--- src/rtl/sfh_pkg.sv ---
// Shared types, register map and codes for the supervisory frame handshake core.
// No dependencies; every other file in rtl/ uses this package.
package sfh_pkg;

   localparam int BYTE_W   = 8;
   localparam int TICK_W   = 16;
   localparam int ATT_W    = 4;
   localparam int REQ_W    = 2;
   localparam int OUT_W    = 2;
   localparam int MATCH_W  = 3;
   localparam int BEAT_W   = 3;
   localparam int PADDR_W  = 5;
   localparam int PDATA_W  = 32;
   localparam int REG_IDX_W = 3;

   localparam logic [REQ_W-1:0] REQ_START = 2'd0;
   localparam logic [REQ_W-1:0] REQ_BYTE  = 2'd1;
   localparam logic [REQ_W-1:0] REQ_TICK  = 2'd2;

   localparam logic [REG_IDX_W-1:0] REG_FLAG    = 3'd0;
   localparam logic [REG_IDX_W-1:0] REG_ADDR    = 3'd1;
   localparam logic [REG_IDX_W-1:0] REG_CTRL    = 3'd2;
   localparam logic [REG_IDX_W-1:0] REG_TIMEOUT = 3'd3;
   localparam logic [REG_IDX_W-1:0] REG_MAX_ATT = 3'd4;
   localparam logic [REG_IDX_W-1:0] REG_BYTES   = 3'd5;

   localparam logic [BYTE_W-1:0] FLAG_RESET    = 8'h7E;
   localparam logic [BYTE_W-1:0] ADDR_RESET    = 8'h03;
   localparam logic [BYTE_W-1:0] CTRL_RESET    = 8'h03;
   localparam logic [TICK_W-1:0] TIMEOUT_RESET = 16'd3;
   localparam logic [ATT_W-1:0]  MAX_ATT_RESET = 4'd3;
   localparam logic [BYTE_W-1:0] BYTES_RESET   = 8'd5;

   localparam logic [BEAT_W-1:0] BEAT_FLAG0 = 3'd0;
   localparam logic [BEAT_W-1:0] BEAT_ADDR  = 3'd1;
   localparam logic [BEAT_W-1:0] BEAT_CTRL  = 3'd2;
   localparam logic [BEAT_W-1:0] BEAT_CHK   = 3'd3;
   localparam logic [BEAT_W-1:0] BEAT_FLAG1 = 3'd4;

   typedef enum logic [OUT_W-1:0] {
      HS_IDLE = 2'd0,
      HS_WAIT = 2'd1,
      HS_OK   = 2'd2,
      HS_FAIL = 2'd3
   } hs_phase_type;

   typedef enum logic [MATCH_W-1:0] {
      M_START = 3'd0,
      M_FLAG  = 3'd1,
      M_ADDR  = 3'd2,
      M_CTRL  = 3'd3,
      M_CHK   = 3'd4,
      M_DONE  = 3'd5
   } match_type;

   typedef struct packed {
      logic [BYTE_W-1:0] flag_byte;
      logic [BYTE_W-1:0] address_byte;
      logic [BYTE_W-1:0] control_byte;
      logic [TICK_W-1:0] timeout_ticks;
      logic [ATT_W-1:0]  max_attempts;
      logic [BYTE_W-1:0] bytes_per_attempt;
   } cfg_type;

   typedef struct packed {
      logic              frame;
      hs_phase_type      outcome;
      logic [ATT_W-1:0]  attempt_number;
      logic [MATCH_W-1:0] match_state;
   } rec_type;

endpackage

--- src/rtl/sfh_channel_if.sv ---
// Valid/ready channel interfaces for request and response transfers.
// Depends on sfh_pkg for field widths.
interface sfh_req_if;
   logic                         valid;
   logic                         ready;
   logic [sfh_pkg::REQ_W-1:0]    req_type;
   logic [sfh_pkg::BYTE_W-1:0]   rx_byte;

   modport source (output valid, output req_type, output rx_byte, input ready);
   modport sink   (input valid, input req_type, input rx_byte, output ready);
endinterface

interface sfh_rsp_if;
   logic                         valid;
   logic                         ready;
   logic                         tx_valid;
   logic [sfh_pkg::BYTE_W-1:0]   tx_byte;
   logic                         tx_last;
   logic [sfh_pkg::OUT_W-1:0]    outcome;
   logic [sfh_pkg::ATT_W-1:0]    attempt_number;
   logic [sfh_pkg::MATCH_W-1:0]  match_state;

   modport source (output valid, output tx_valid, output tx_byte, output tx_last,
                   output outcome, output attempt_number, output match_state,
                   input ready);
   modport sink   (input valid, input tx_valid, input tx_byte, input tx_last,
                   input outcome, input attempt_number, input match_state,
                   output ready);
endinterface

--- src/rtl/sfh_csr.sv ---
// APB-style configuration registers for the handshake core.
// Depends on sfh_pkg for the register map and cfg_type.
module sfh_csr (
   input  logic                         clock,
   input  logic                         reset,
   input  logic                         psel,
   input  logic                         penable,
   input  logic                         pwrite,
   input  logic [sfh_pkg::PADDR_W-1:0]  paddr,
   input  logic [sfh_pkg::PDATA_W-1:0]  pwdata,
   output logic [sfh_pkg::PDATA_W-1:0]  prdata,
   output logic                         pready,
   output sfh_pkg::cfg_type             cfg
);
   import sfh_pkg::*;

   cfg_type              cfg_ff, cfg_in;
   logic                 wr_en;
   logic [REG_IDX_W-1:0] idx;

   assign wr_en  = psel & penable & pwrite;
   assign idx    = paddr[PADDR_W-1:2];
   assign pready = 1'b1;
   assign cfg    = cfg_ff;

   always_comb begin
      cfg_in = cfg_ff;
      if (wr_en) begin
         unique case (idx)
            REG_FLAG:    cfg_in.flag_byte         = pwdata[BYTE_W-1:0];
            REG_ADDR:    cfg_in.address_byte      = pwdata[BYTE_W-1:0];
            REG_CTRL:    cfg_in.control_byte      = pwdata[BYTE_W-1:0];
            REG_TIMEOUT: cfg_in.timeout_ticks     = pwdata[TICK_W-1:0];
            REG_MAX_ATT: cfg_in.max_attempts      = pwdata[ATT_W-1:0];
            REG_BYTES:   cfg_in.bytes_per_attempt = pwdata[BYTE_W-1:0];
            default:     cfg_in = cfg_ff;
         endcase
      end
   end

   always_comb begin
      unique case (idx)
         REG_FLAG:    prdata = {{(PDATA_W-BYTE_W){1'b0}}, cfg_ff.flag_byte};
         REG_ADDR:    prdata = {{(PDATA_W-BYTE_W){1'b0}}, cfg_ff.address_byte};
         REG_CTRL:    prdata = {{(PDATA_W-BYTE_W){1'b0}}, cfg_ff.control_byte};
         REG_TIMEOUT: prdata = {{(PDATA_W-TICK_W){1'b0}}, cfg_ff.timeout_ticks};
         REG_MAX_ATT: prdata = {{(PDATA_W-ATT_W){1'b0}}, cfg_ff.max_attempts};
         REG_BYTES:   prdata = {{(PDATA_W-BYTE_W){1'b0}}, cfg_ff.bytes_per_attempt};
         default:     prdata = '0;
      endcase
   end

   always_ff @(posedge clock) begin
      if (reset) begin
         cfg_ff.flag_byte         <= FLAG_RESET;
         cfg_ff.address_byte      <= ADDR_RESET;
         cfg_ff.control_byte      <= CTRL_RESET;
         cfg_ff.timeout_ticks     <= TIMEOUT_RESET;
         cfg_ff.max_attempts      <= MAX_ATT_RESET;
         cfg_ff.bytes_per_attempt <= BYTES_RESET;
      end else begin
         cfg_ff <= cfg_in;
      end
   end
endmodule

--- src/rtl/sfh_step.sv ---
// Handshake state registers and the single-pass update for one accepted transfer.
// Depends on sfh_pkg for codes, cfg_type and rec_type.
module sfh_step (
   input  logic                        clock,
   input  logic                        reset,
   input  logic                        accept,
   input  logic [sfh_pkg::REQ_W-1:0]   req_type,
   input  logic [sfh_pkg::BYTE_W-1:0]  rx_byte,
   input  sfh_pkg::cfg_type            cfg,
   output sfh_pkg::rec_type            rec
);
   import sfh_pkg::*;

   logic [MATCH_W-1:0] match_ff, match_in;
   hs_phase_type       phase_ff, phase_in;
   logic [ATT_W-1:0]   att_ff, att_in;
   logic [TICK_W-1:0]  tick_ff, tick_in;
   logic [BYTE_W-1:0]  bcnt_ff, bcnt_in;
   logic               frame;

   logic [BYTE_W-1:0]  chk;
   logic               is_flag;
   logic [MATCH_W-1:0] next_match;
   logic [BYTE_W-1:0]  lim_b;
   logic [TICK_W-1:0]  lim_t;
   logic [ATT_W-1:0]   lim_a;
   logic [BYTE_W-1:0]  bcnt_inc;
   logic [TICK_W-1:0]  tick_inc;
   logic               attempt_end;

   assign chk     = cfg.address_byte ^ cfg.control_byte;
   assign is_flag = (rx_byte == cfg.flag_byte);
   assign lim_b   = (cfg.bytes_per_attempt == '0) ? BYTE_W'(1) : cfg.bytes_per_attempt;
   assign lim_t   = (cfg.timeout_ticks == '0) ? TICK_W'(1) : cfg.timeout_ticks;
   assign lim_a   = (cfg.max_attempts == '0) ? ATT_W'(1) : cfg.max_attempts;
   assign bcnt_inc = (bcnt_ff == '1) ? bcnt_ff : bcnt_ff + BYTE_W'(1);
   assign tick_inc = (tick_ff == '1) ? tick_ff : tick_ff + TICK_W'(1);

   always_comb begin
      case (match_ff)
         M_FLAG:  next_match = is_flag ? M_FLAG :
                               (rx_byte == cfg.address_byte) ? M_ADDR : M_START;
         M_ADDR:  next_match = is_flag ? M_FLAG :
                               (rx_byte == cfg.control_byte) ? M_CTRL : M_START;
         M_CTRL:  next_match = is_flag ? M_FLAG :
                               (rx_byte == chk) ? M_CHK : M_START;
         M_CHK:   next_match = is_flag ? M_DONE : M_START;
         M_DONE:  next_match = M_DONE;
         default: next_match = is_flag ? M_FLAG : M_START;
      endcase
   end

   always_comb begin
      match_in    = match_ff;
      phase_in    = phase_ff;
      att_in      = att_ff;
      tick_in     = tick_ff;
      bcnt_in     = bcnt_ff;
      frame       = 1'b0;
      attempt_end = 1'b0;
      if (req_type == REQ_START) begin
         match_in = M_START;
         phase_in = HS_WAIT;
         att_in   = ATT_W'(1);
         tick_in  = '0;
         bcnt_in  = '0;
         frame    = 1'b1;
      end else if (phase_ff == HS_WAIT && req_type == REQ_BYTE) begin
         match_in = next_match;
         if (next_match == M_DONE) begin
            phase_in = HS_OK;
         end else begin
            bcnt_in     = bcnt_inc;
            attempt_end = (bcnt_inc >= lim_b);
         end
      end else if (phase_ff == HS_WAIT && req_type == REQ_TICK) begin
         tick_in     = tick_inc;
         attempt_end = (tick_inc >= lim_t);
      end
      if (attempt_end) begin
         if (att_ff < lim_a) begin
            att_in  = att_ff + ATT_W'(1);
            tick_in = '0;
            bcnt_in = '0;
            frame   = 1'b1;
         end else begin
            phase_in = HS_FAIL;
         end
      end
   end

   assign rec.frame          = frame;
   assign rec.outcome        = phase_in;
   assign rec.attempt_number = att_in;
   assign rec.match_state    = match_in;

   always_ff @(posedge clock) begin
      if (reset) begin
         match_ff <= M_START;
         phase_ff <= HS_IDLE;
         att_ff   <= '0;
         tick_ff  <= '0;
         bcnt_ff  <= '0;
      end else if (accept) begin
         match_ff <= match_in;
         phase_ff <= phase_in;
         att_ff   <= att_in;
         tick_ff  <= tick_in;
         bcnt_ff  <= bcnt_in;
      end
   end
endmodule

--- src/rtl/sfh_tx_out.sv ---
// Result register and frame serializer: one status transfer or five frame transfers.
// Depends on sfh_pkg for rec_type, cfg_type and beat codes.
module sfh_tx_out (
   input  logic              clock,
   input  logic              reset,
   input  logic              load,
   input  sfh_pkg::rec_type  rec,
   input  sfh_pkg::cfg_type  cfg,
   output logic              free,
   sfh_rsp_if.source         rsp_if
);
   import sfh_pkg::*;

   rec_type             rec_ff;
   logic                busy_ff;
   logic [BEAT_W-1:0]   beat_ff;
   logic                take;
   logic                last;
   logic [BYTE_W-1:0]   frame_byte;

   assign last = ~rec_ff.frame | (beat_ff == BEAT_FLAG1);
   assign take = busy_ff & rsp_if.ready;
   assign free = ~busy_ff | (take & last);

   always_comb begin
      unique case (beat_ff)
         BEAT_ADDR: frame_byte = cfg.address_byte;
         BEAT_CTRL: frame_byte = cfg.control_byte;
         BEAT_CHK:  frame_byte = cfg.address_byte ^ cfg.control_byte;
         default:   frame_byte = cfg.flag_byte;
      endcase
   end

   assign rsp_if.valid          = busy_ff;
   assign rsp_if.tx_valid       = rec_ff.frame;
   assign rsp_if.tx_byte        = rec_ff.frame ? frame_byte : '0;
   assign rsp_if.tx_last        = last;
   assign rsp_if.outcome        = rec_ff.outcome;
   assign rsp_if.attempt_number = rec_ff.attempt_number;
   assign rsp_if.match_state    = rec_ff.match_state;

   always_ff @(posedge clock) begin
      if (reset) begin
         busy_ff <= 1'b0;
         beat_ff <= BEAT_FLAG0;
      end else if (load) begin
         busy_ff <= 1'b1;
         beat_ff <= BEAT_FLAG0;
      end else if (take & last) begin
         busy_ff <= 1'b0;
      end else if (take) begin
         beat_ff <= beat_ff + BEAT_W'(1);
      end
   end

   always_ff @(posedge clock) begin
      if (load) begin
         rec_ff <= rec;
      end
   end
endmodule

--- src/rtl/supervisory_frame_handshake_core.sv ---
// Top level of the supervisory frame handshake core.
// Depends on sfh_pkg, sfh_channel_if, sfh_csr, sfh_step and sfh_tx_out.
//
// Usage:
//   req_if carries one request per transfer: start, a received byte, or a tick.
//   rsp_if returns the results: a start or retransmission yields five transfers
//   carrying the command frame (tx_valid high, tx_last on the closing flag);
//   every other request yields one status transfer with tx_valid low.
//   Status fields show the handshake state after the request.
//   The APB-style port holds six registers at byte addresses 0x00 to 0x14.
// Timing:
//   The request is absorbed at acceptance; its first result appears the next
//   cycle. Result transfers are paced by the single result register and its
//   beat counter and hold while rsp_if.ready is low; a new request is taken in
//   the cycle the previous last result transfer completes.
// Reset and stall:
//   Reset restores register defaults and returns the handshake to idle.
//   While rsp_if.ready is low the current result holds and req_if.ready
//   drops once the result register is occupied.
module supervisory_frame_handshake_core (
   input  logic                         clock,
   input  logic                         reset,
   sfh_req_if.sink                      req_if,
   sfh_rsp_if.source                    rsp_if,
   input  logic                         psel,
   input  logic                         penable,
   input  logic                         pwrite,
   input  logic [sfh_pkg::PADDR_W-1:0]  paddr,
   input  logic [sfh_pkg::PDATA_W-1:0]  pwdata,
   output logic [sfh_pkg::PDATA_W-1:0]  prdata,
   output logic                         pready
);
   import sfh_pkg::*;

   cfg_type cfg;
   rec_type rec;
   logic    free;
   logic    accept;

   assign req_if.ready = free;
   assign accept       = req_if.valid & free;

   sfh_csr u_csr (
      .clock   (clock),
      .reset   (reset),
      .psel    (psel),
      .penable (penable),
      .pwrite  (pwrite),
      .paddr   (paddr),
      .pwdata  (pwdata),
      .prdata  (prdata),
      .pready  (pready),
      .cfg     (cfg)
   );

   sfh_step u_step (
      .clock    (clock),
      .reset    (reset),
      .accept   (accept),
      .req_type (req_if.req_type),
      .rx_byte  (req_if.rx_byte),
      .cfg      (cfg),
      .rec      (rec)
   );

   sfh_tx_out u_tx_out (
      .clock  (clock),
      .reset  (reset),
      .load   (accept),
      .rec    (rec),
      .cfg    (cfg),
      .free   (free),
      .rsp_if (rsp_if)
   );
endmodule

--- src/flat_wrapper.sv ---
// flat-port wrapper written by rule: the top's interface ports become plain ports
module supervisory_frame_handshake_core_flat import sfh_pkg::*;
  (clock, reset, psel, penable, pwrite, paddr, pwdata, prdata, pready, req_if_valid, req_if_req_type, req_if_rx_byte, req_if_ready, rsp_if_valid, rsp_if_tx_valid, rsp_if_tx_byte, rsp_if_tx_last, rsp_if_outcome, rsp_if_attempt_number, rsp_if_match_state, rsp_if_ready);
  sfh_req_if req_if_i ();
  sfh_rsp_if rsp_if_i ();
  input  logic clock;
  input  logic reset;
  input  logic psel;
  input  logic penable;
  input  logic pwrite;
  input  logic [sfh_pkg::PADDR_W-1:0] paddr;
  input  logic [sfh_pkg::PDATA_W-1:0] pwdata;
  output logic [sfh_pkg::PDATA_W-1:0] prdata;
  output logic pready;
  input wire logic [$bits(req_if_i.valid)-1:0] req_if_valid;
  input wire logic [$bits(req_if_i.req_type)-1:0] req_if_req_type;
  input wire logic [$bits(req_if_i.rx_byte)-1:0] req_if_rx_byte;
  output wire logic [$bits(req_if_i.ready)-1:0] req_if_ready;
  output wire logic [$bits(rsp_if_i.valid)-1:0] rsp_if_valid;
  output wire logic [$bits(rsp_if_i.tx_valid)-1:0] rsp_if_tx_valid;
  output wire logic [$bits(rsp_if_i.tx_byte)-1:0] rsp_if_tx_byte;
  output wire logic [$bits(rsp_if_i.tx_last)-1:0] rsp_if_tx_last;
  output wire logic [$bits(rsp_if_i.outcome)-1:0] rsp_if_outcome;
  output wire logic [$bits(rsp_if_i.attempt_number)-1:0] rsp_if_attempt_number;
  output wire logic [$bits(rsp_if_i.match_state)-1:0] rsp_if_match_state;
  input wire logic [$bits(rsp_if_i.ready)-1:0] rsp_if_ready;
  assign req_if_i.valid = req_if_valid;
  assign req_if_i.req_type = req_if_req_type;
  assign req_if_i.rx_byte = req_if_rx_byte;
  assign req_if_ready = req_if_i.ready;
  assign rsp_if_valid = rsp_if_i.valid;
  assign rsp_if_tx_valid = rsp_if_i.tx_valid;
  assign rsp_if_tx_byte = rsp_if_i.tx_byte;
  assign rsp_if_tx_last = rsp_if_i.tx_last;
  assign rsp_if_outcome = rsp_if_i.outcome;
  assign rsp_if_attempt_number = rsp_if_i.attempt_number;
  assign rsp_if_match_state = rsp_if_i.match_state;
  assign rsp_if_i.ready = rsp_if_ready;
  supervisory_frame_handshake_core u_core (.clock(clock), .reset(reset), .req_if(req_if_i), .rsp_if(rsp_if_i), .psel(psel), .penable(penable), .pwrite(pwrite), .paddr(paddr), .pwdata(pwdata), .prdata(prdata), .pready(pready));
endmodule
--- config.mk ---
export PLATFORM = sky130hd
export DESIGN_NAME = supervisory_frame_handshake_core_flat
export DESIGN_NICKNAME = d
export VERILOG_FILES = /design/src/rtl/sfh_pkg.sv /design/src/rtl/sfh_channel_if.sv /design/src/rtl/sfh_csr.sv /design/src/rtl/sfh_step.sv /design/src/rtl/sfh_tx_out.sv /design/src/rtl/supervisory_frame_handshake_core.sv /design/src/flat_wrapper.sv
export SDC_FILE = /design/constraint.sdc
export NUM_CORES = 1
export LEC_CHECK = 0
export ABC_AREA = 1
export BUFFER_PORTS_ARGS = -buffer_cell sky130_fd_sc_hd__buf_2
export CORE_MARGIN = 2
export CORE_UTILIZATION = 50
export CTS_CLUSTER_SIZE = 24
export DETAILED_ROUTE_END_ITERATION = 8
export PLACE_DENSITY = 0.83
export SETUP_SLACK_MARGIN = 0.15
export SYNTH_ARGS = -nofsm -noshare
export SYNTH_HDL_FRONTEND = slang
export SYNTH_SLANG_ARGS = --single-unit
--- constraint.sdc ---
create_clock -name clock -period 3.9 [get_ports clock]
set_clock_uncertainty 0.05 [all_clocks]
set_input_delay 0.195 -clock clock [delete_from_list [all_inputs] [get_ports clock]]
set_output_delay 0.195 -clock clock [all_outputs]
set_load 0.1 [all_outputs]
== Yosys cells after proc, flatten, opt, wreduce, memory -nomap -nowiden ==
Cells that the tools add are included.
W data, S select, Z words.
Storage, ports and cells
  register bits: 99
  bits of input ports: 54
  output and inout bits: 54
  word-level logic and storage cells: 121
Operators by class
  reductions and logical operators: 16
  $lt $le $gt $ge: 3
  bitwise operators: 11
  $add $sub $neg: 4
  multiplexer cells: 46
  equality and inequality tests: 24
Operator list (number)
  $mux W16: 7
  $pmux W16 S6: 1
  $mux W8: 8
  $eq A8 B8 Y1: 4
  $pmux W8 S3: 1
  $eq A3 B2 Y1 const B: 6
  $eq A3 B3 Y1 const B: 6
  $mux W2: 9
  $add A16 B1 Y16 const B: 1
  $eq A16 B16 Y1 const B: 1
  $ge A16 B16 Y1: 1
  $logic_not A16 Y1: 1
  $mux W4: 4
  $mux W3: 5
  $pmux W3 S5: 1
  $reduce_and A2 Y1: 7
  $mux W1: 10
  $eq A3 B1 Y1 const B: 3
  $add A8 B1 Y8 const B: 1
  $eq A8 B8 Y1 const B: 1
  $ge A8 B8 Y1: 1
  $logic_not A8 Y1: 1
  $xor A8 B8 Y8: 1
  $and A1 B1 Y1: 5
  other kinds (13): 18

== Logic depth before layout (Yosys ltp) ==
  depth after elaboration: 11
  depth in mapped cells: 25

== Modules after synthesis ==
Synthesis repeated with hierarchy kept, for this count alone.
Unflattened totals
  cell total of the unflattened synthesis: 1368
  area, all modules: 8229.1 um^2
By module, submodules not included
  sfh_step: cells an instance 775, sequential area each 660.6 um^2, area each 4405.5 um^2, instances 1
  sfh_csr: cells an instance 436, sequential area each 1041.0 um^2, area each 2747.6 um^2, instances 1
  sfh_tx_out: cells an instance 155, sequential area each 380.4 um^2, area each 1068.5 um^2, instances 1
  supervisory_frame_handshake_core: cells an instance 2, sequential area each 0.0 um^2, area each 7.5 um^2, instances 1

== Worst setup path before layout ==
OpenSTA, ideal clock, no wires.
  kind: register -> register
  start point: register u_core.u_tx_out.rec_ff (netlist bit u_core.u_tx_out.rsp_if.tx_valid)
  end point: register u_core.u_step.tick_ff[10]
  stages on the path, launching flop included: 12
  buffers on the path: 2
  setup time: 58 ps
  data required time: 3792 ps
  slack: 361 ps
  data arrival time: 3431 ps
  cells stage by stage: edfxtp_1 > inv_2 > a21oi_1 > inv_1 > nand2_1 > nand2_1 > nand2_1 > nor2_1 > buf_2 > buf_2 > nand4_1 > nand2_1
On the way
  longest elaborated chain between the ends: 5
Ends and longest elaborated chain
  start, declared: RTL line sfh_tx_out.sv:14  | rec_type rec_ff;
  start signal, assigned: RTL line sfh_tx_out.sv:58  | rec_ff <= rec;
  $not A1 Y1: RTL line sfh_tx_out.sv:21  | assign last = ~rec_ff.frame | (beat_ff == BEAT_FLAG1);
  $or A1 B1 Y1: RTL line sfh_tx_out.sv:21
  named net rsp_if_tx_last: RTL line flat_wrapper.sv:22  | output wire logic [$bits(rsp_if_i.tx_last)-1:0] rsp_if_tx_last;
  $and A1 B1 Y1: RTL line sfh_tx_out.sv:23  | assign free = ~busy_ff | (take & last);
  $or A1 B1 Y1: RTL line sfh_tx_out.sv:23
  named net req_if_ready: RTL line flat_wrapper.sv:18  | output wire logic [$bits(req_if_i.ready)-1:0] req_if_ready;
  $and A1 B1 Y1: RTL line supervisory_frame_handshake_core.sv:41  | assign accept = req_if.valid & free;
  end signal, assigned: RTL line sfh_step.sv:108  | tick_ff <= tick_in;
  end, declared: RTL line sfh_step.sv:17  | logic [TICK_W-1:0] tick_ff, tick_in;
The timed path passes the listed nets, and every way through them passes these cells.
A chain may end at the register's enable or synchronous reset.

== Worst setup path after layout ==
  start point: register u_core.u_step.tick_ff[1]
  end point: register u_core.u_step.tick_ff[11]
On the way
  longest elaborated chain between the ends: 7
  elaborated cells between the ends (all ways): 12
  classes of those cells: 1 x add/sub; 1 x order compare; 1 x eq/ne; 9 x mux
Ends and longest elaborated chain
  $add A16 B1 Y16 / $eq A16 B16 Y1 (equally long branches): RTL line sfh_step.sv:37  | assign tick_inc = (tick_ff == '1) ? tick_ff : tick_ff + TICK_W'(1);
  $mux W16 *: RTL line sfh_step.sv:37
  $ge A16 B16 Y1 / $mux W16 (equally long branches): RTL line sfh_step.sv:78, sfh_step.sv:76
  $mux W1 / $mux W16 (equally long branches): RTL line sfh_step.sv:76, sfh_step.sv:68
  $mux W1 / $mux W16 (equally long branches): RTL line sfh_step.sv:68, sfh_step.sv:61
  $mux W1 / $mux W16 (equally long branches): RTL line sfh_step.sv:61, sfh_step.sv:81
  $mux W16 *: RTL line sfh_step.sv:80  | if (attempt_end) begin
Mark *: on every way between the ends. The rest lies on a longest branch, timed or not.

==> results.tsv <==
metric	value	unit
filler_cell_count	1288	
antenna_left	0	
detail_route.drc_violations	0	
cp_num_buf_inv	0	
synth_most_common_cell	nand2_1	
grt_util_all_layers	0.260	
path_delay_family	simple AND/OR/NAND/NOR gates	
start_kind	flop	
comb_power_share	0.186	
synth_cells	1013	
multi_input_comb_area	3980	um2
crit_path_setup_slack_layout	346	ps
worstMarginPinSlew	1010	ps
place_ws	420	ps
post_drt_wl_per_cell	15.2	um
grt_setup_unrepaired	true	
finalHoldViolCount	0	
clock_tree.buffer_depth	2	
maxSlewHeadroom	0.328	
pin_count	108	
yosysTopAreaCellShare	0.261	
setup_viol	0	
grt_first_pass_wirelength	30300	um
num_vias	7019	
synth_seq_area_share	0.305	
post_synth_most_frequent_cells	nand2_1, inv_1, dfxtp_1	
dominantRegCellSynth	dfxtp_1	
timing.final.max_slew_violations	0	
yosys-top-cells-area	dfxtp_1, nand2_1, inv_1	
postSynthAreaPerCell	6.74	um2
period_share	0.911	
timing.fmax	281	MHz
wirelength	19000	um
clock_power_share	0.391	
layout.core_utilization	0.568	
fraction_of_power_spent_switching_nets	0.320	
start_util	0.514	
area_growth_syn_to_layout	10.7	%
cts.root.buffer_cell	clkbuf_16	
finalWorstPathRequiredPeriod	3550	ps
crit_path_max_incr_delay	430	ps
antennaDiodeCount	0	
flop_and_latch_count_out_of_synthesis	99	
timing.critical_path.mode_cell	nand2_1	
cts.repair.resized	0	
final_net_count	1162	
syn_area	6830	um2
postCtsHoldBufs	0	
r2r_slack	350	ps
critical_path_cell_list	ha_1 > nand2_1 > nor3_1 > nand4_1 > xor2_1 > nand2_1 > ha_1 > nand2_1 > nor3_1 > nand3_1 > nand3_1 > nand2_1 > nand2_1 > nand3_2 > nand4_1 > nand2_1	
length_of_the_first_detailed_routing_pass_in_iterations	5	
cap_viol_max_count	0	
synthDominantAreaCellType	dfxtp_1	
synth_cell_types	46	
critical_path_class	flop to flop	
die-height	121	um
drive_above_1_share	0.134	
synth_enable_flop_cells	10	
grt_antenna_before_repair	0	
hpwlAfterDp	13700	um
switchingPower	0.801	mW
numCtsBuffers	9	
p_per_area	331	nW/um2
worst_hold_path_type	input pin to flop	
cts_tree	built	
postCtsSetupRepairBufs	0	
synth-warning-count	0	
grt_remaining_overflow	0	
crit_slowest_cell	dfxtp_1	
critPathArrivalTime	3760	ps
setup_tns	0	ps
outcome	completed	
port-buffer-count	72	
area_of_placed_instances	7230	um2
detail_route.iter0.violations	822	
final_instance_area	7560	um2
p_total	2.50	mW
clock-sinks	99	
async_reset_ff_frac	0	
power.internal	1.70	mW
design.die.area	14600	um2
path_max_fanout	10	
total_leakage_power	3.65	nW
vdd_ir_drop_max	0.284	mV
seq_area	2080	um2
critPathRequiredTime	4100	ps
pin_count_of_the_biggest_net_entering_global_routing	46	
gpl.final_weighted_congestion	0.970	
rows	42	
worst_skew_pair.late_latency	360	ps
via_count_of_the_first_global_routing_pass	6212	
setup.worst_path.end_class	flop	
core-area	13300	um2
fp.dieW	121	um
sequentialPowerShare	0.423	
ctsHtreeMaxLevel	3	
clk_pin_slew_worst_paths	70	ps
routed_via_density	5.60	
## kinds of logic (layout without fill, tap and decap cells)
| group | after synthesis | after routing | share of synthesized area |
|---|---|---|---|
| simple gates | 447 | 448 | 0.298 |
| other cells | 2 | 17 | 0.00110 |
| fa+ha+maj | 35 | 35 | 0.0641 |
| compound gates | 203 | 203 | 0.164 |
| buf+inv | 192 | 240 | 0.123 |
| xor+xnor | 35 | 35 | 0.0449 |
| flops | 99 | 99 | 0.305 |
## power by group through the flow
| stage | logic (mW) | clock network (mW) | registers (mW) |
|---|---|---|---|
| 2_1_floorplan | 0.324 | 0 | 1.13 |
| 3_3_place_gp | 0.455 | 0 | 1.08 |
| 3_5_place_dp | 0.459 | 0 | 1.08 |
| 4_1_cts | 0.461 | 0.985 | 1.06 |
| 5_1_grt | 0.493 | 1.02 | 1.06 |
| 6_report | 0.465 | 0.979 | 1.06 |
## layout make-up
cell class / count / share of cell area
multi-input cells: 738 / 0.526
flip-flops and latches: 99 / 0.275
inverters: 146 / 0.0725
repair buffers: 79 / 0.0546
clock buffers: 10 / 0.0316
well taps: 176 / 0.0291
clock inverters: 5 / 0.0103
## metal layers
layer / wire, um / vias up / GRT usage
li1: - / 3430 / -
met1: 8320 / 3215 / 0.348
met2: 8490 / 334 / 0.420
met3: 1690 / 40 / 0.0564
met4: 491 / 0 / 0.0792
met5: 0 / - / 0
## worst register-to-register path, cell delays in order (launching register included)
cell     delay [ps]
dfxtp_1         430
ha_1            240
nand2_1          80
nor3_1          280
nand4_1         180
xor2_1          230
nand2_1         110
ha_1            300
nand2_1          80
nor3_1          290
nand3_1         110
nand3_1         110
nand2_1          60
nand2_1         310
nand3_2         350
nand4_1         170
nand2_1          60
## final timing paths
check,from,end,depth (start not counted)
max,u_core.u_step.tick_ff[1],u_core.u_step.tick_ff[11],16
min reg2reg,u_core.u_step.tick_ff[3],u_core.u_step.tick_ff[3],2
max reg2reg,u_core.u_step.tick_ff[1],u_core.u_step.tick_ff[11],16
min,pwdata[12],u_core.u_csr.cfg[24],3
## metrics by stage
step           hold WS, ps  cells
3_5_place_dp           417   1237
5_1_grt                111   1253
6_report              80.7   1253
4_1_cts               74.0   1252
3_3_place_gp           408   1237
2_1_floorplan          271   1028
## cell usage in the layout (no fill, tap or decap), types with 3 or more instances in the layout
| master | Yosys | routed |
|---|---|---|
| a21oi_1 | 88 | 88 |
| buf_2 | 13 | 72 |
| buf_4 | 18 | 7 |
| clkbuf_16 | 0 | 9 |
| clkinv_1 | 6 | 6 |
| conb_1 | 2 | 17 |
| dfxtp_1 | 89 | 89 |
| edfxtp_1 | 10 | 10 |
| ha_1 | 35 | 35 |
| inv_1 | 129 | 129 |
| inv_2 | 11 | 11 |
| nand2_1 | 260 | 260 |
| nand2_2 | 9 | 9 |
| nand3_1 | 44 | 44 |
| nand3_2 | 4 | 5 |
| nand4_1 | 39 | 39 |
| nor2_1 | 58 | 57 |
| nor2_2 | 4 | 5 |
| nor2_4 | 3 | 3 |
| nor3_1 | 9 | 9 |
| nor3_2 | 5 | 5 |
| o211ai_1 | 6 | 6 |
| o21ai_0 | 62 | 62 |
| o21ai_1 | 12 | 12 |
| o221ai_1 | 6 | 6 |
| o22ai_1 | 16 | 16 |
| or2_2 | 4 | 4 |
| xnor2_1 | 11 | 11 |
| xor2_1 | 24 | 24 |
## state kept, by name, summed over array words and instances, names as in the netlist
register / flops
u_core.u_tx_out.rsp_if.valid: 1
u_core.u_step.phase_ff: 2
u_core.u_step.bcnt_ff: 8
u_core.u_tx_out.rsp_if.match_state: 3
u_core.u_tx_out.rsp_if.tx_valid: 1
u_core.u_tx_out.beat_ff: 3
u_core.u_csr.cfg: 52
u_core.u_step.att_ff: 4
u_core.u_step.tick_ff: 16
u_core.u_tx_out.rsp_if.attempt_number: 4
u_core.u_step.match_ff: 3
u_core.u_tx_out.rsp_if.outcome: 2
Note: power is estimated with default switching activity, not from simulation.
